[src/rtl/core/cpu16_pkg.sv]
`timescale 1ns / 1ps
// ----------------------------------------------------------------------------
// cpu16_pkg
// Shared types and constants of the 16-bit execute unit.
// ----------------------------------------------------------------------------
package cpu16_pkg;

    localparam int RAM_BYTES = 4096;
    localparam int RAM_AW    = $clog2(RAM_BYTES);
    localparam int REG_COUNT = 16;

    localparam logic [4:0] OP_LD   = 5'd0;
    localparam logic [4:0] OP_LDR  = 5'd1;
    localparam logic [4:0] OP_LDE  = 5'd2;
    localparam logic [4:0] OP_LDM  = 5'd3;
    localparam logic [4:0] OP_ST   = 5'd4;
    localparam logic [4:0] OP_ADD  = 5'd5;
    localparam logic [4:0] OP_SUB  = 5'd6;
    localparam logic [4:0] OP_MUL  = 5'd7;
    localparam logic [4:0] OP_IMUL = 5'd8;
    localparam logic [4:0] OP_DIV  = 5'd9;
    localparam logic [4:0] OP_IDIV = 5'd10;
    localparam logic [4:0] OP_AND  = 5'd11;
    localparam logic [4:0] OP_OR   = 5'd12;
    localparam logic [4:0] OP_XOR  = 5'd13;
    localparam logic [4:0] OP_SHL  = 5'd14;
    localparam logic [4:0] OP_SHR  = 5'd15;
    localparam logic [4:0] OP_SAR  = 5'd16;
    localparam logic [4:0] OP_JMP  = 5'd17;
    localparam logic [4:0] OP_INT  = 5'd18;

    localparam logic [1:0] MODE_FULL = 2'd0;
    localparam logic [1:0] MODE_LOW  = 2'd1;
    localparam logic [1:0] MODE_HIGH = 2'd2;
    localparam logic [1:0] MODE_NONE = 2'd3;

    localparam logic [7:0] SEL_SAVED_PC = 8'd16;

    typedef struct packed {
        logic [4:0]  opcode;
        logic [7:0]  left_select;
        logic [7:0]  right_select;
        logic [15:0] immediate;
    } cpu16_in_t;

    typedef struct packed {
        logic [15:0] next_pc;
        logic [15:0] written_value;
        logic        zero_flag;
        logic        sign_flag;
        logic        trap_taken;
    } cpu16_out_t;

    // divider handshake
    typedef struct packed {
        logic start;
        logic signed_op;
    } cpu16_div_ctl_t;

    typedef struct packed {
        logic done;
    } cpu16_div_sts_t;

    function automatic logic [15:0] merge16(logic [1:0] m, logic [15:0] old,
                                            logic [15:0] d);
        logic [15:0] r;
        unique case (m)
            MODE_FULL: r = d;
            MODE_LOW:  r = {old[15:8], d[7:0]};
            MODE_HIGH: r = {d[15:8], old[7:0]};
            default:   r = old;
        endcase
        return r;
    endfunction

    function automatic logic [15:0] view16(logic [1:0] m, logic [15:0] v);
        logic [15:0] r;
        unique case (m)
            MODE_FULL: r = v;
            MODE_LOW:  r = {8'h00, v[7:0]};
            MODE_HIGH: r = {8'h00, v[15:8]};
            default:   r = 16'h0000;
        endcase
        return r;
    endfunction

endpackage

[src/rtl/core/cpu16_div.sv]
`timescale 1ns / 1ps
// ----------------------------------------------------------------------------
// cpu16_div
// Radix-2 restoring divider, one quotient bit per cycle, signed or unsigned.
// ----------------------------------------------------------------------------
module cpu16_div (
    input  logic                      aclk,
    input  logic                      aresetn,
    input  cpu16_pkg::cpu16_div_ctl_t ctl,
    input  logic [15:0]               dividend,
    input  logic [15:0]               divisor,
    output cpu16_pkg::cpu16_div_sts_t sts,
    output logic [15:0]               quotient,
    output logic [15:0]               remainder
);

    logic        busy_reg, busy_next;
    logic [4:0]  cnt_reg, cnt_next;
    logic [15:0] q_reg, q_next;
    logic [16:0] r_reg, r_next;
    logic [15:0] d_reg, d_next;
    logic        negq_reg, negq_next;
    logic        negr_reg, negr_next;
    logic        done_reg, done_next;
    logic [16:0] trial;
    logic [15:0] abs_a, abs_b;

    assign abs_a = (ctl.signed_op && dividend[15]) ? 16'(-dividend) : dividend;
    assign abs_b = (ctl.signed_op && divisor[15]) ? 16'(-divisor) : divisor;
    assign trial = {r_reg[15:0], q_reg[15]} - {1'b0, d_reg};

    always_comb begin
        busy_next = busy_reg;
        cnt_next  = cnt_reg;
        q_next    = q_reg;
        r_next    = r_reg;
        d_next    = d_reg;
        negq_next = negq_reg;
        negr_next = negr_reg;
        done_next = 1'b0;
        if (ctl.start) begin
            busy_next = 1'b1;
            cnt_next  = 5'd16;
            q_next    = abs_a;
            r_next    = 17'd0;
            d_next    = abs_b;
            negq_next = ctl.signed_op && (dividend[15] ^ divisor[15]);
            negr_next = ctl.signed_op && dividend[15];
        end else if (busy_reg) begin
            // shift one bit in, keep the trial difference if it fits
            if (!trial[16]) begin
                r_next = trial;
                q_next = {q_reg[14:0], 1'b1};
            end else begin
                r_next = {r_reg[15:0], q_reg[15]};
                q_next = {q_reg[14:0], 1'b0};
            end
            cnt_next = cnt_reg - 5'd1;
            if (cnt_reg == 5'd1) begin
                busy_next = 1'b0;
                done_next = 1'b1;
            end
        end
    end

    always_ff @(posedge aclk) begin
        if (!aresetn) begin
            busy_reg <= 1'b0;
            done_reg <= 1'b0;
            cnt_reg  <= 5'd0;
        end else begin
            busy_reg <= busy_next;
            done_reg <= done_next;
            cnt_reg  <= cnt_next;
        end
        q_reg    <= q_next;
        r_reg    <= r_next;
        d_reg    <= d_next;
        negq_reg <= negq_next;
        negr_reg <= negr_next;
    end

    assign sts.done  = done_reg;
    assign quotient  = negq_reg ? 16'(-q_reg) : q_reg;
    assign remainder = negr_reg ? 16'(-r_reg[15:0]) : r_reg[15:0];

endmodule

[config.mk]
export PLATFORM = sky130hd
export DESIGN_NAME = cpu16_div
export DESIGN_NICKNAME = d
export VERILOG_FILES = /design/src/rtl/core/cpu16_pkg.sv /design/src/rtl/core/cpu16_div.sv
export SDC_FILE = /design/constraint.sdc
export NUM_CORES = 1
export LEC_CHECK = 0
export BUFFER_PORTS_ARGS = -buffer_cell sky130_fd_sc_hd__buf_2
export CAP_MARGIN = 30
export CELL_PAD_IN_SITES_DETAIL_PLACEMENT = 0
export CELL_PAD_IN_SITES_GLOBAL_PLACEMENT = 1
export CORE_UTILIZATION = 47
export CTS_CLUSTER_DIAMETER = 200
export DETAILED_ROUTE_END_ITERATION = 7
export HOLD_SLACK_MARGIN = 0.02
export PLACE_DENSITY = 0.92
export SLEW_MARGIN = 20
export SYNTH_ARGS = -nofsm -noshare
export SYNTH_HDL_FRONTEND = slang
export SYNTH_SLANG_ARGS = --single-unit
[constraint.sdc]
create_clock -name aclk -period 4.61 [get_ports aclk]
set_clock_uncertainty 0.05 [all_clocks]
set_input_delay 0.461 -clock aclk [delete_from_list [all_inputs] [get_ports aclk]]
set_output_delay 0.461 -clock aclk [all_outputs]
set_load 0.02 [all_outputs]
Word-level counts from Yosys, hierarchy flattened
Cells that the tools add are included.
{"block": "totals", "out_inout_bits": 33, "memories": 0, "input_bits": 36, "word_cells": 39, "reg_bits": 57, "mem_bits_rw": 0, "latchBits": 0, "romBits": 0}
{"block": "op_classes", "mux": 14, "reduce_logical": 6, "n_shift": 0, "bitwise": 3, "div": 0, "add_sub_neg": 6, "n_lt_le_gt_ge": 0, "n_eq_ne": 1, "mul": 0}
{"operator": "$mux 16", "n": 7}
{"operator": "$neg 16->16", "n": 4}
{"operator": "$sub 17x16->17", "n": 1}
{"operator": "$mux 5", "n": 2}
{"operator": "$eq 5x1->1 const B", "n": 1}
{"operator": "$mux 1", "n": 5}
{"operator": "$sub 5x1->5 const B", "n": 1}
{"operator": "$logic_and 1x1->1", "n": 3}
{"operator": "$reduce_or 3->1", "n": 1}
{"operator": "$not 1->1", "n": 2}
{"operator": "$reduce_bool 2->1", "n": 1}
{"operator": "$reduce_or 2->1", "n": 1}
{"operator": "$xor 1x1->1", "n": 1}

Longest topological paths before layout
{"block": "logic_depth", "ltp_word": 4, "mapped_depth": 11, "ltp_nobuf": 9}

Worst setup path after synthesis
No wires, ideal clock.
{"block": "synth_path", "path_type": "register to register", "startpoint": "reg q_reg[15]", "endpoint": "reg r_reg[12]", "path_buffers": 1, "synth_period_minus_slack_ns": 2.751, "arrival_time_ns": 2.622, "stages_incl_launch_ff": 11, "path_slack_ns": 1.859, "setup_time_ns": 0.079, "path_cell_list": "edfxtp_1 > inv_1 > ha_1 > fa_1 > nor2b_2 > o311ai_2 > a2111oi_4 > nor3_2 > buf_6 > or4_1 > o211ai_1"}
{"block": "synth_between", "elab_chain_cells": 2}
{"element": "from (decl)", "line_no": "cpu16_div.sv:19", "rtl": "logic [15:0] q_reg, q_next;"}
{"element": "from (signal assigned)", "line_no": "cpu16_div.sv:76", "rtl": "q_reg <= q_next;"}
{"element": "$sub 17x16->17", "line_no": "cpu16_div.sv:30", "rtl": "assign trial = {r_reg[15:0], q_reg[15]} - {1'b0, d_reg};"}
{"element": "$mux 16", "line_no": "cpu16_div.sv:51", "rtl": "if (!trial[16]) begin"}
{"element": "to (signal assigned)", "line_no": "cpu16_div.sv:77", "rtl": "r_reg <= r_next;"}
{"element": "to (decl)", "line_no": "cpu16_div.sv:20", "rtl": "logic [16:0] r_reg, r_next;"}
No other way between the ends.
A chain may end at the register's enable or synchronous reset.

Worst setup path in the final report
{"block": "layout_path", "startpoint": "reg q_reg[15]", "endpoint": "reg r_reg[10]"}
Same word-level chain as after synthesis.

==> out/metrics.yaml <==
critical_path:
  rr_worst_depth: 9
  cp_slowest_cell: "o21a_1"
  critPathTopFamily: "compound AO/OA/AOI/OAI gates"
  worstPathCellList: "inv_1 > ha_1 > fa_1 > nor2b_2 > o311ai_2 > a2111oi_4 > o21a_1 > a2111oi_0 > a311o_1"
  worst_ep_arrival_time_ns: 3.28
  r2r_end: "r_reg[10]"
  cp.depth: 9
  critPathCapture: "r_reg[10]"
  path_class: "reg2reg"
  r2r_start: "q_reg[15]"
  r2r_setup_slack_ns: 1.51
  startpoint: "q_reg[15]"
  path_max_fanout: 20
  max_stage_delay_ns: 0.52
  critPathLaunchType: "flip-flop"
  endpoint_kind: "flip-flop"
  path_buf_inv: 1
  worstPathRequired_ns: 4.78
logic_synthesis:
  yosysUniqueCellTypes: 55
  yosys_warnings: 0
  ys_seq_elements: 57
  syn_nets: 576
  syn_inst: 517
  synth_top_area_share_pct: 23.1
  ys_seq_area_share_pct: 33.5
  netlist_top_cells_area: "edfxtp_1, dfxtp_1, xnor2_1"
  async_flop_share_pct: 0
  synthFlopType: "edfxtp_1"
  synthTopCellsByCount: "nand2_1, nor2_1, xnor2_1"
  synth_edf_count: 34
  yosysMostFrequentCell: "nand2_1"
  yosys.area.top_type: "edfxtp_1"
  syn_area_um2: 4430
  synth_area_per_cell_um2: 8.56
clock_network:
  clk_pin_slew_ns: 0.07
  clock_path_buffers: 2
  cts-resized-gates: 0
  cts_sinks: 57
  h-tree-depth: 3
  root_buffer: "clkbuf_8"
  numCtsBuffers: 9
  cts_setup_buffers: 0
  clock_latency_ns: 0.34
  cts_hold_buf: 0
  cts_tree: "yes"
place:
  gp_congestion: 0.896
  dp_hpwl_um: 7870
  port_buffers: 68
  pre_cts_slack_ns: 1.51
  place_area_um2: 4820
global_routing:
  grt_usage_pct: 21.5
  grt-ovfl-total: 0
  grt_pass1_vias: 3515
  grt_max_degree: 65
  grt_antenna_before_repair: 0
  grt_pass1_wl_um: 17000
finish:
  nets: 638
  postLayoutCoreUtil_pct: 54.2
  drive_gt1_share_pct: 16.1
  diodes: 0
  fillers: 883
  synthToLayoutAreaGrowth_pct: 12.7
  fin_area_um2: 4990
timing:
  period_share_pct: 67.3
  timing.fmax_ghz: 0.322
  rsz0062_at_grt: "no"
  slew_viol_final: 0
  fin_ws_ns: 1.51
  worst_slew_margin_rel_pct: 49.6
  finalSetupViolCount: 0
  fin_crit_ns: 3.10
  hold_viol: 0
  worst_slew_pin_slew_ns: 0.754
  holdWs_ns: 0.310
  fin_setup_tns_ns: 0
floorplanning:
  initial_core_util_pct: 48.1
  fp-row-count: 35
  die_w_um: 99.1
  dieArea_um2: 9810
  pin_count: 69
  die_h_um: 99.1
  coreArea_um2: 9200
flow_run:
  maxCapViolations: 0
pwr:
  sw_frac_of_total_pct: 37.2
  p_clk_share_pct: 24.0
  p_seq_share_pct: 40.6
  vdd_drop_max_uv: 120
  power_switching_uw: 600
  combinationalPowerShare_pct: 35.4
  power_density_nw_per_um2: 323
  cellInternalPower_mw: 1.01
  p_leak_nw: 2.01
min_path:
  min_from: "aresetn"
  holdCritPathClass: "in2reg"
route:
  drt_iter0_drc: 187
  drtPass1Iterations: 5
  drc_errors: 0
  wl_per_cell_um: 14.7
  drt_wl_total_um: 10200
  viasPerCell: 5.73
  vias: 3980
  antenna_left: 0
run_status:
  status: "complete, no violations"
==> how the worst min path moves through the flow <==
stage	slack, ns	to	cells after the start
2_1_floorplan	0.42	cnt_reg[1]	2
6_report	0.31	cnt_reg[4]	2
3_5_place_dp	0.44	cnt_reg[1]	2
3_3_place_gp	0.43	cnt_reg[1]	2
5_1_grt	0.33	d_reg[0]	1
4_1_cts	0.30	cnt_reg[4]	2
==> power groups by stage <==
stage               clock network, mW  registers (mW)  logic, mW
finish                          0.388           0.655      0.571
global route                    0.420           0.664      0.631
CTS                             0.397           0.655      0.567
detailed placement                  0           0.666      0.564
global placement                    0           0.662      0.555
floorplan                           0           0.641      0.427
==> placed cells by master (no fill, tap or decap), types with 4 or more instances in the layout <==
| master | count |
|---|---|
| o41ai_1 | 4 |
| a21o_1 | 7 |
| o21ai_0 | 36 |
| edfxtp_1 | 34 |
| dfxtp_1 | 23 |
| or4_1 | 7 |
| a21oi_1 | 33 |
| nand3b_1 | 4 |
| buf_2 | 68 |
| xnor2_1 | 44 |
| nand3_1 | 12 |
| nor2_1 | 44 |
| inv_1 | 31 |
| ha_1 | 22 |
| nor3_1 | 10 |
| xor2_1 | 20 |
| nand2_1 | 50 |
| nor4_1 | 7 |
| or3_1 | 8 |
| o2111ai_1 | 4 |
| clkbuf_8 | 9 |
| o31ai_1 | 16 |
| o21a_1 | 7 |
| and2_1 | 7 |
| a311oi_1 | 7 |
| nand2b_1 | 9 |
| o211ai_1 | 12 |
==> cell type report <==
type | count | area, um2 | area share [%]
Timing Repair Buffer | 70 | 355 | 7.12
Clock inverter | 6 | 33.8 | 0.677
Inverter | 32 | 120 | 2.41
Tap cell | 111 | 139 | 2.78
Clock buffer | 10 | 128 | 2.56
Sequential cell | 57 | 1480 | 29.7
Multi-Input combinational cell | 409 | 2730 | 54.8
==> per-layer routing <==
| layer | part of all wire, % | GRT usage (%) | wire length [um] |
|---|---|---|---|
| met5 | 0 | 0 | 0 |
| met4 | 1.0 | 6.79 | 102 |
| met3 | 5.6 | 2.48 | 568 |
| met2 | 45 | 33.4 | 4600 |
| met1 | 48 | 31.5 | 4910 |
==> cells by family after synthesis <==
kind of cell             share of synthesized area (%)
XOR/XNOR                                          12.7
multiplexers                                     0.452
buffers and inverters                             4.83
flip-flops                                        33.5
AND/OR/NAND/NOR                                   19.1
adder cells (fa/ha/maj)                           6.67
AO/OA/AOI/OAI                                     22.8
==> metrics by stage <==
step | std cells | power (mW)
4_1_cts | 694 | 1.62
6_report | 695 | 1.61
5_1_grt | 695 | 1.71
2_1_floorplan | 517 | 1.07
3_5_place_dp | 678 | 1.23
3_3_place_gp | 678 | 1.22
Power figures use the tool's default switching activity.
